--- src/sv/waip_pkg.sv ---
package waip_pkg;

  localparam int unsigned BufDepth = 28;
  localparam int unsigned NumRows  = 9;

  localparam logic [27:0] Max28 = 28'hFFF_FFFF;

  typedef enum logic [2:0] {
    ST_IDLE,
    ST_SRD,
    ST_SCHK,
    ST_PRD,
    ST_PACK,
    ST_OUT
  } waip_state_t;

  // Control group from the sequencer to the pending-value buffer.
  typedef struct packed {
    logic       wr_en;
    logic [4:0] wr_addr;
    logic [4:0] rd_addr;
  } waip_buf_ctrl_t;

  function automatic logic [4:0] row_width(input logic [3:0] r);
    logic [4:0] w;
    unique case (r)
      4'd0:    w = 5'd1;
      4'd1:    w = 5'd2;
      4'd2:    w = 5'd3;
      4'd3:    w = 5'd4;
      4'd4:    w = 5'd5;
      4'd5:    w = 5'd7;
      4'd6:    w = 5'd9;
      4'd7:    w = 5'd14;
      default: w = 5'd28;
    endcase
    return w;
  endfunction

  function automatic logic [4:0] row_count(input logic [3:0] r);
    logic [4:0] c;
    unique case (r)
      4'd0:    c = 5'd28;
      4'd1:    c = 5'd14;
      4'd2:    c = 5'd9;
      4'd3:    c = 5'd7;
      4'd4:    c = 5'd5;
      4'd5:    c = 5'd4;
      4'd6:    c = 5'd3;
      4'd7:    c = 5'd2;
      default: c = 5'd1;
    endcase
    return c;
  endfunction

  function automatic logic [27:0] row_mask(input logic [3:0] r);
    logic [27:0] m;
    unique case (r)
      4'd0:    m = 28'h000_0001;
      4'd1:    m = 28'h000_0003;
      4'd2:    m = 28'h000_0007;
      4'd3:    m = 28'h000_000F;
      4'd4:    m = 28'h000_001F;
      4'd5:    m = 28'h000_007F;
      4'd6:    m = 28'h000_01FF;
      4'd7:    m = 28'h000_3FFF;
      default: m = Max28;
    endcase
    return m;
  endfunction

  // Circular index: the first operand stays below the depth and the second at most equal to it, so one subtract wraps.
  function automatic logic [4:0] wrap_add(input logic [4:0] a, input logic [4:0] b);
    logic [5:0] s;
    s = {1'b0, a} + {1'b0, b};
    if (s >= 6'(BufDepth)) begin
      s = s - 6'(BufDepth);
    end
    return s[4:0];
  endfunction

endpackage

--- src/sv/waip_buf.sv ---
module waip_buf
  import waip_pkg::*;
(
  input  logic           clk,
  input  waip_buf_ctrl_t ctrl,
  input  logic [27:0]    wr_data,
  output logic [27:0]    rd_data_r
);

  logic [27:0] mem [BufDepth];

  always_ff @(posedge clk) begin
    if (ctrl.wr_en) begin
      mem[ctrl.wr_addr] <= wr_data;
    end
  end

  always_ff @(posedge clk) begin
    rd_data_r <= mem[ctrl.rd_addr];
  end

endmodule

--- src/sv/word_aligned_int_packer.sv ---
// Channel | Dir | Handshake               | Payload
// in_     | in  | in_tvalid / in_tready   | in_tdata = value, in_tlast = list_end
// out_    | out | out_tvalid / out_tready | out_tdata = packed_word, values_in_word;
//         |     |                         | out_tlast = final_word, out_tuser = oversize_seen
//
// A request that neither fills the buffer nor ends its list leaves the packer idle.
// The selector search reads each value from the buffer, then compares it, and checks
// the same value again against the next row when a row is rejected; packing reads
// each value taken, then shifts it in; the finished word is held until taken. These steps
// are set by the single registered read port of the pending buffer and the one shifter.
// Reset (rst_n low, synchronous) empties the buffer and clears the oversize flag.
// in_tready is high only while no word is being built or held; a held word
// waits in the output register until out_tready takes it.
module word_aligned_int_packer
  import waip_pkg::*;
(
  input  logic        clk,
  input  logic        rst_n,
  input  logic        in_tvalid,
  output logic        in_tready,
  input  logic [31:0] in_tdata,   // [31:0] value
  input  logic        in_tlast,
  output logic        out_tvalid,
  input  logic        out_tready,
  output logic [39:0] out_tdata,  // [31:0] packed_word, [36:32] values_in_word, [39:37] zero
  output logic        out_tlast,
  output logic        out_tuser   // [0] oversize_seen
);

  waip_state_t state_r, state_nxt;

  // Pending buffer bookkeeping: entries head_r .. head_r + cnt_r - 1 (circular).
  logic [4:0]  cnt_r, cnt_nxt;
  logic [4:0]  head_r, head_nxt;
  logic        ovf_r, ovf_nxt;
  logic        end_r, end_nxt;

  // Sequencer registers for the selector search and the packing pass; idx_r is shared by both.
  logic [4:0]  idx_r, idx_nxt;
  logic [3:0]  row_r, row_nxt;
  logic [3:0]  sel_r, sel_nxt;
  logic [4:0]  take_r, take_nxt;
  logic [5:0]  sh_r, sh_nxt;
  logic [31:0] word_r, word_nxt;

  logic [31:0] out_word_r;
  logic [4:0]  out_cnt_r;
  logic        out_final_r;
  logic        out_ovf_r;
  logic        load_out;

  waip_buf_ctrl_t buf_ctrl;
  logic [27:0]    wr_data;
  logic [27:0]    rd_data_r;

  logic           in_fire;
  logic           in_big;
  logic [4:0]     row_n;
  logic [31:0]    shifted;

  assign in_tready = (state_r == ST_IDLE);
  assign in_fire = in_tvalid && in_tready;
  assign in_big  = |in_tdata[31:28];
  assign wr_data = in_big ? Max28 : in_tdata[27:0];

  // Values a row may take: its slot count, or fewer when fewer are pending.
  assign row_n = (row_count(row_r) < cnt_r) ? row_count(row_r) : cnt_r;

  // The one shifter that places each value into its slot of the word.
  assign shifted = {4'b0, rd_data_r & row_mask(sel_r)} << sh_r[4:0];

  waip_buf u_buf (
    .clk       (clk),
    .ctrl      (buf_ctrl),
    .wr_data   (wr_data),
    .rd_data_r (rd_data_r)
  );

  always_ff @(posedge clk) begin
    if (!rst_n) begin
      state_r <= ST_IDLE;
      cnt_r   <= '0;
      head_r  <= '0;
      ovf_r   <= 1'b0;
      end_r   <= 1'b0;
    end else begin
      state_r <= state_nxt;
      cnt_r   <= cnt_nxt;
      head_r  <= head_nxt;
      ovf_r   <= ovf_nxt;
      end_r   <= end_nxt;
    end
  end

  always_ff @(posedge clk) begin
    idx_r  <= idx_nxt;
    row_r  <= row_nxt;
    sel_r  <= sel_nxt;
    take_r <= take_nxt;
    sh_r   <= sh_nxt;
    word_r <= word_nxt;
    if (load_out) begin
      out_word_r  <= word_nxt;
      out_cnt_r   <= take_r;
      out_final_r <= end_r && (cnt_r == take_r);
      out_ovf_r   <= ovf_r;
    end
  end

  always_comb begin
    state_nxt = state_r;
    cnt_nxt   = cnt_r;
    head_nxt  = head_r;
    ovf_nxt   = ovf_r;
    end_nxt   = end_r;
    idx_nxt   = idx_r;
    row_nxt   = row_r;
    sel_nxt   = sel_r;
    take_nxt  = take_r;
    sh_nxt    = sh_r;
    word_nxt  = word_r;
    load_out  = 1'b0;
    out_tvalid = 1'b0;
    buf_ctrl.wr_en   = 1'b0;
    buf_ctrl.wr_addr = wrap_add(head_r, cnt_r);
    buf_ctrl.rd_addr = wrap_add(head_r, idx_r);

    unique case (state_r)
      ST_IDLE: begin
        if (in_fire) begin
          buf_ctrl.wr_en = 1'b1;
          cnt_nxt = cnt_r + 5'd1;
          ovf_nxt = ovf_r | in_big;
          end_nxt = in_tlast;
          if (in_tlast || (cnt_r == 5'(BufDepth - 1))) begin
            idx_nxt   = '0;
            row_nxt   = '0;
            state_nxt = ST_SRD;
          end
        end
      end
      ST_SRD: begin
        state_nxt = ST_SCHK;
      end
      ST_SCHK: begin
        if (idx_r >= row_n) begin
          // Every value this row needs has fit: the row is the selector.
          sel_nxt   = row_r;
          take_nxt  = row_n;
          idx_nxt   = '0;
          sh_nxt    = 6'd4;
          word_nxt  = {28'b0, row_r};
          state_nxt = ST_PRD;
        end else if ((rd_data_r & ~row_mask(row_r)) == '0) begin
          idx_nxt   = idx_r + 5'd1;
          state_nxt = ST_SRD;
        end else begin
          // Earlier values fit the narrower row, so they fit the next one;
          // only the current value is checked again.
          row_nxt = row_r + 4'd1;
        end
      end
      ST_PRD: begin
        state_nxt = ST_PACK;
      end
      ST_PACK: begin
        word_nxt = word_r | shifted;
        sh_nxt   = sh_r + {1'b0, row_width(sel_r)};
        if (idx_r + 5'd1 == take_r) begin
          load_out  = 1'b1;
          head_nxt  = wrap_add(head_r, take_r);
          cnt_nxt   = cnt_r - take_r;
          state_nxt = ST_OUT;
        end else begin
          idx_nxt   = idx_r + 5'd1;
          state_nxt = ST_PRD;
        end
      end
      ST_OUT: begin
        out_tvalid = 1'b1;
        if (out_tready) begin
          if (end_r && (cnt_r != '0)) begin
            idx_nxt   = '0;
            row_nxt   = '0;
            state_nxt = ST_SRD;
          end else begin
            if (end_r) begin
              ovf_nxt = 1'b0;
              end_nxt = 1'b0;
            end
            state_nxt = ST_IDLE;
          end
        end
      end
      default: begin
        state_nxt = ST_IDLE;
      end
    endcase
  end

  assign out_tdata = {3'b0, out_cnt_r, out_word_r};
  assign out_tlast = out_final_r;
  assign out_tuser = out_ovf_r;

  a_no_accept_while_held: assert property (@(posedge clk) disable iff (!rst_n)
    in_tready |-> !out_tvalid)
    else $error("input accepted while a word is held");

  a_count_bound: assert property (@(posedge clk) disable iff (!rst_n)
    cnt_r <= 5'(BufDepth))
    else $error("pending count above buffer depth");

  a_word_count: assert property (@(posedge clk) disable iff (!rst_n)
    out_tvalid |-> (out_tdata[36:32] != 5'd0) && (out_tdata[36:32] <= 5'(BufDepth)))
    else $error("word holds an impossible number of values");

  a_selector_range: assert property (@(posedge clk) disable iff (!rst_n)
    out_tvalid |-> out_tdata[3:0] <= 4'(NumRows - 1))
    else $error("selector out of range");

  a_final_empties: assert property (@(posedge clk) disable iff (!rst_n)
    (out_tvalid && out_tlast) |-> (cnt_r == '0))
    else $error("final word leaves values pending");

endmodule
--- config.mk ---
export PLATFORM = sky130hd
export DESIGN_NAME = word_aligned_int_packer
export DESIGN_NICKNAME = d
export VERILOG_FILES = /design/src/sv/waip_pkg.sv /design/src/sv/waip_buf.sv /design/src/sv/word_aligned_int_packer.sv
export SDC_FILE = /design/constraint.sdc
export NUM_CORES = 1
export LEC_CHECK = 0
export BUFFER_PORTS_ARGS = -buffer_cell sky130_fd_sc_hd__buf_4
export CORE_MARGIN = 4
export CORE_UTILIZATION = 35
export DETAILED_ROUTE_END_ITERATION = 8
export HOLD_SLACK_MARGIN = 0.03
export PLACE_DENSITY = 0.51
export RECOVER_POWER = 25
export SYNTH_ARGS = -nofsm -noshare
export SYNTH_HDL_FRONTEND = slang
export SYNTH_SLANG_ARGS = --single-unit
export TNS_END_PERCENT = 10
--- constraint.sdc ---
create_clock -name clk -period 5.7 [get_ports clk]
set_input_delay 0.57 -clock clk [delete_from_list [all_inputs] [get_ports clk]]
set_output_delay 0.57 -clock clk [all_outputs]
set_load 0.02 [all_outputs]
==> results.json <==
{
  "outcome": "finished, violations left",
  "violations": "max-capacitance violations, max-slew violations",
  "async_reset_ff_frac": 0,
  "post_route_cells_drive_above_1_share": 0.218,
  "grt_use_met1": 0.257,
  "dpl.hpwl_um": 66300,
  "tightest_slew_ns": 2.63,
  "die_w_um": 343,
  "ys_types": 77,
  "insertion_delay_ns": 0.68,
  "num-fill-cells": 10000,
  "synthSimpleGateAreaFrac": 0.0575,
  "synthAdderAreaFrac": 0.0159,
  "clkSinkCount": 943,
  "clockBufferDepth": 3,
  "post_cts_buffers": 0,
  "fin_cells": 3950,
  "path_clk_slew_ns": 0.06,
  "antenna_found_initial": 2,
  "slowest_delay_ns": 0.71,
  "antennaDiodeCount": 0,
  "critical_path_class": "flop to flop",
  "io-pin-count": 81,
  "pre_cts_ws_ns": 1.10,
  "synth-xor-area-share": 0.00723,
  "first_pass_iters": 5,
  "synth_edf_count": 846,
  "start_kind": "flop",
  "gp_congestion": 0.821,
  "fin_worst_skew_ns": 0.0250,
  "dieHeight_um": 343,
  "ir_drop_v": 0.000253,
  "final_net_count": 2463,
  "setup_viol": 0,
  "path_buf_inv": 1,
  "power.leakage_uw": 0.0146,
  "hold_viol_final": 0,
  "syn_area_per_cell_um2": 17.4,
  "cts_htree_levels": 3,
  "ys_seq_area_frac": 0.696,
  "cts_resized": 0,
  "drv_cap": 1,
  "path_cells": "inv_1 > ha_1 > a21oi_1 > maj3_1 > o21ai_2 > mux2i_1 > ha_1 > nor2b_1 > o21ai_0 > a311oi_1 > a21oi_1 > o22ai_1 > mux2i_1",
  "cp_max_fo": 9,
  "power_density_nw_per_um2": 431,
  "post-route-period-util": 0.807,
  "cp.arrival_ns": 5.11,
  "cts_hold_buf": 0,
  "wl_um": 110000,
  "mostFrequentLayoutCells": "846 x edfxtp_1, 211 x mux4_2, 127 x nand2_1",
  "cp.required_ns": 6.21,
  "layout.cells.most_common": "edfxtp_1",
  "placedCellCount": 3768,
  "die_area_um2": 118000,
  "cpLargestDelayFamily": "compound AO/OA/AOI/OAI gates",
  "cp-end-kind": "flop",
  "slew_viol_final": 30,
  "synth-main-ff-cell": "edfxtp_1",
  "drc_errors": 0,
  "synth_seq_cells": 943,
  "grt.met2_usage": 0.310,
  "fp-row-count": 122,
  "crit_slowest_cell": "a311oi_1",
  "yosysWarnings": 0,
  "syn_area_um2": 39300,
  "rsz0062_at_grt": "false",
  "grt_pass1_wl_um": 160000,
  "track_usage": 0.187,
  "viasPerCell": 5.54,
  "areaGrowthSynthToFinish_pct": 14.9,
  "root_buffer": "clkbuf_16",
  "grt_max_degree": 71,
  "slew-limit-headroom": -0.754,
  "wl_per_cell_um": 28.0,
  "hp-class": "input pin to flop",
  "max_freq_ghz": 0.217,
  "cts-buffers-inserted": 98,
  "drtIter0Drc": 1961,
  "holdWs_ns": 0.231,
  "vias": 21900,
  "worst_slack_ns": 1.10,
  "cts_tree": "built",
  "grt-ovfl-total": 0,
  "synth_compound_area_frac": 0.0614,
  "grt_busiest_layer": "met2",
  "numPortBuffers": 77,
  "grt_pass1_vias": 22200,
  "antenna_left": 0,
  "syn_inst": 2257,
  "fin_setup_tns_ns": 0,
  "grt_use_met3": 0.0250,
  "synthMuxAreaShare": 0.142,
  "coreArea_um2": 111000,
  "synth_top_family_by_area": "multiplexers",
  "fin_crit_ns": 4.60,
  "initial_utilization": 0.354,
  "power_uw": 19500
}
-- kinds of logic (layout without fill, tap and decap cells) --
logic type      Yosys count  after routing
flops                   943            943
simple gates            419            419
compound gates          346            346
mux                     290            290
buf+inv                 185            388
fa+ha+maj                47             47
xor+xnor                 26             26
other cells               1              3
-- routing by layer --
layer | up-vias | routed length [µm]
li1 | 9441 | -
met1 | 11500 | 47700
met2 | 741 | 53500
met3 | 165 | 6150
met4 | 0 | 3070
met5 | - | 0
-- worst reg2reg max path: cells and delay by family, from the launching register on --
family                   cells  cell delay [ns]
flip-flops                   1             0.56
multiplexers                 2             0.47
adder cells (fa/ha/maj)      3             0.93
AO/OA/AOI/OAI                6             2.15
AND/OR/NAND/NOR              1             0.16
buffers and inverters        1             0.19
-- through the flow --
stage | instance area [µm²] | utilization
after floorplan | 39300 | -
after global placement | 42100 | 0.380
after detailed placement | 42100 | 0.380
after CTS | 45300 | 0.408
after global routing | 45100 | 0.406
final | 45100 | 0.406
-- path summary, 6_finish.rpt --
path         startpoint   endpoint  slack [ns]  depth (start not counted)
max reg2reg    cnt_r[1]       flop        1.10                         13
min               rst_n  head_r[4]        0.23                          2
max            cnt_r[1]       flop        1.10                         13
min reg2reg       ovf_r  out_tuser        0.44                          0
-- report_power, final --
| group | internal (µW) | switching [µW] |
|---|---|---|
| Combinational | 2110 | 2830 |
| Sequential | 7860 | 440 |
| Clock | 3530 | 2690 |
| Total | 13500 | 5950 |
-- flip-flops by register name, indices dropped and copies added (netlist names), 3 cells and up, named ones only --
name,cells
u_buf.mem,784
out_word_r,32
word_r,32
u_buf.rd_data_r,28
cnt_r,5
head_r,5
idx_r,5
out_cnt_r,5
sh_r,5
take_r,5
row_r,4
sel_r,4
state_r,3
-- final cells by class --
type | count | area, µm² | area share
clock buffer | 137 | 2680 | 0.0594
clock inverter | 45 | 434 | 0.00962
inverter | 36 | 135 | 0.00300
multi-input combinational | 1131 | 11400 | 0.253
sequential | 943 | 27300 | 0.606
tap | 1488 | 1860 | 0.0413
timing repair buffer | 170 | 1230 | 0.0272
-- Yosys cell counts, types with 40 or more instances --
cell type	n	area (µm²)
edfxtp_1	846	25400
mux4_2	211	4750
nand2_1	127	477
dfxtp_1	97	1940
clkbuf_1	95	357
a211oi_1	90	676
mux2i_1	65	651
nor2_1	59	221
nor4b_1	56	490
nor3_1	50	250
a21oi_1	49	245
o21ai_0	43	215
ha_1	41	513
buf_2	40	200
Note: power is estimated with default switching activity, not from simulation.
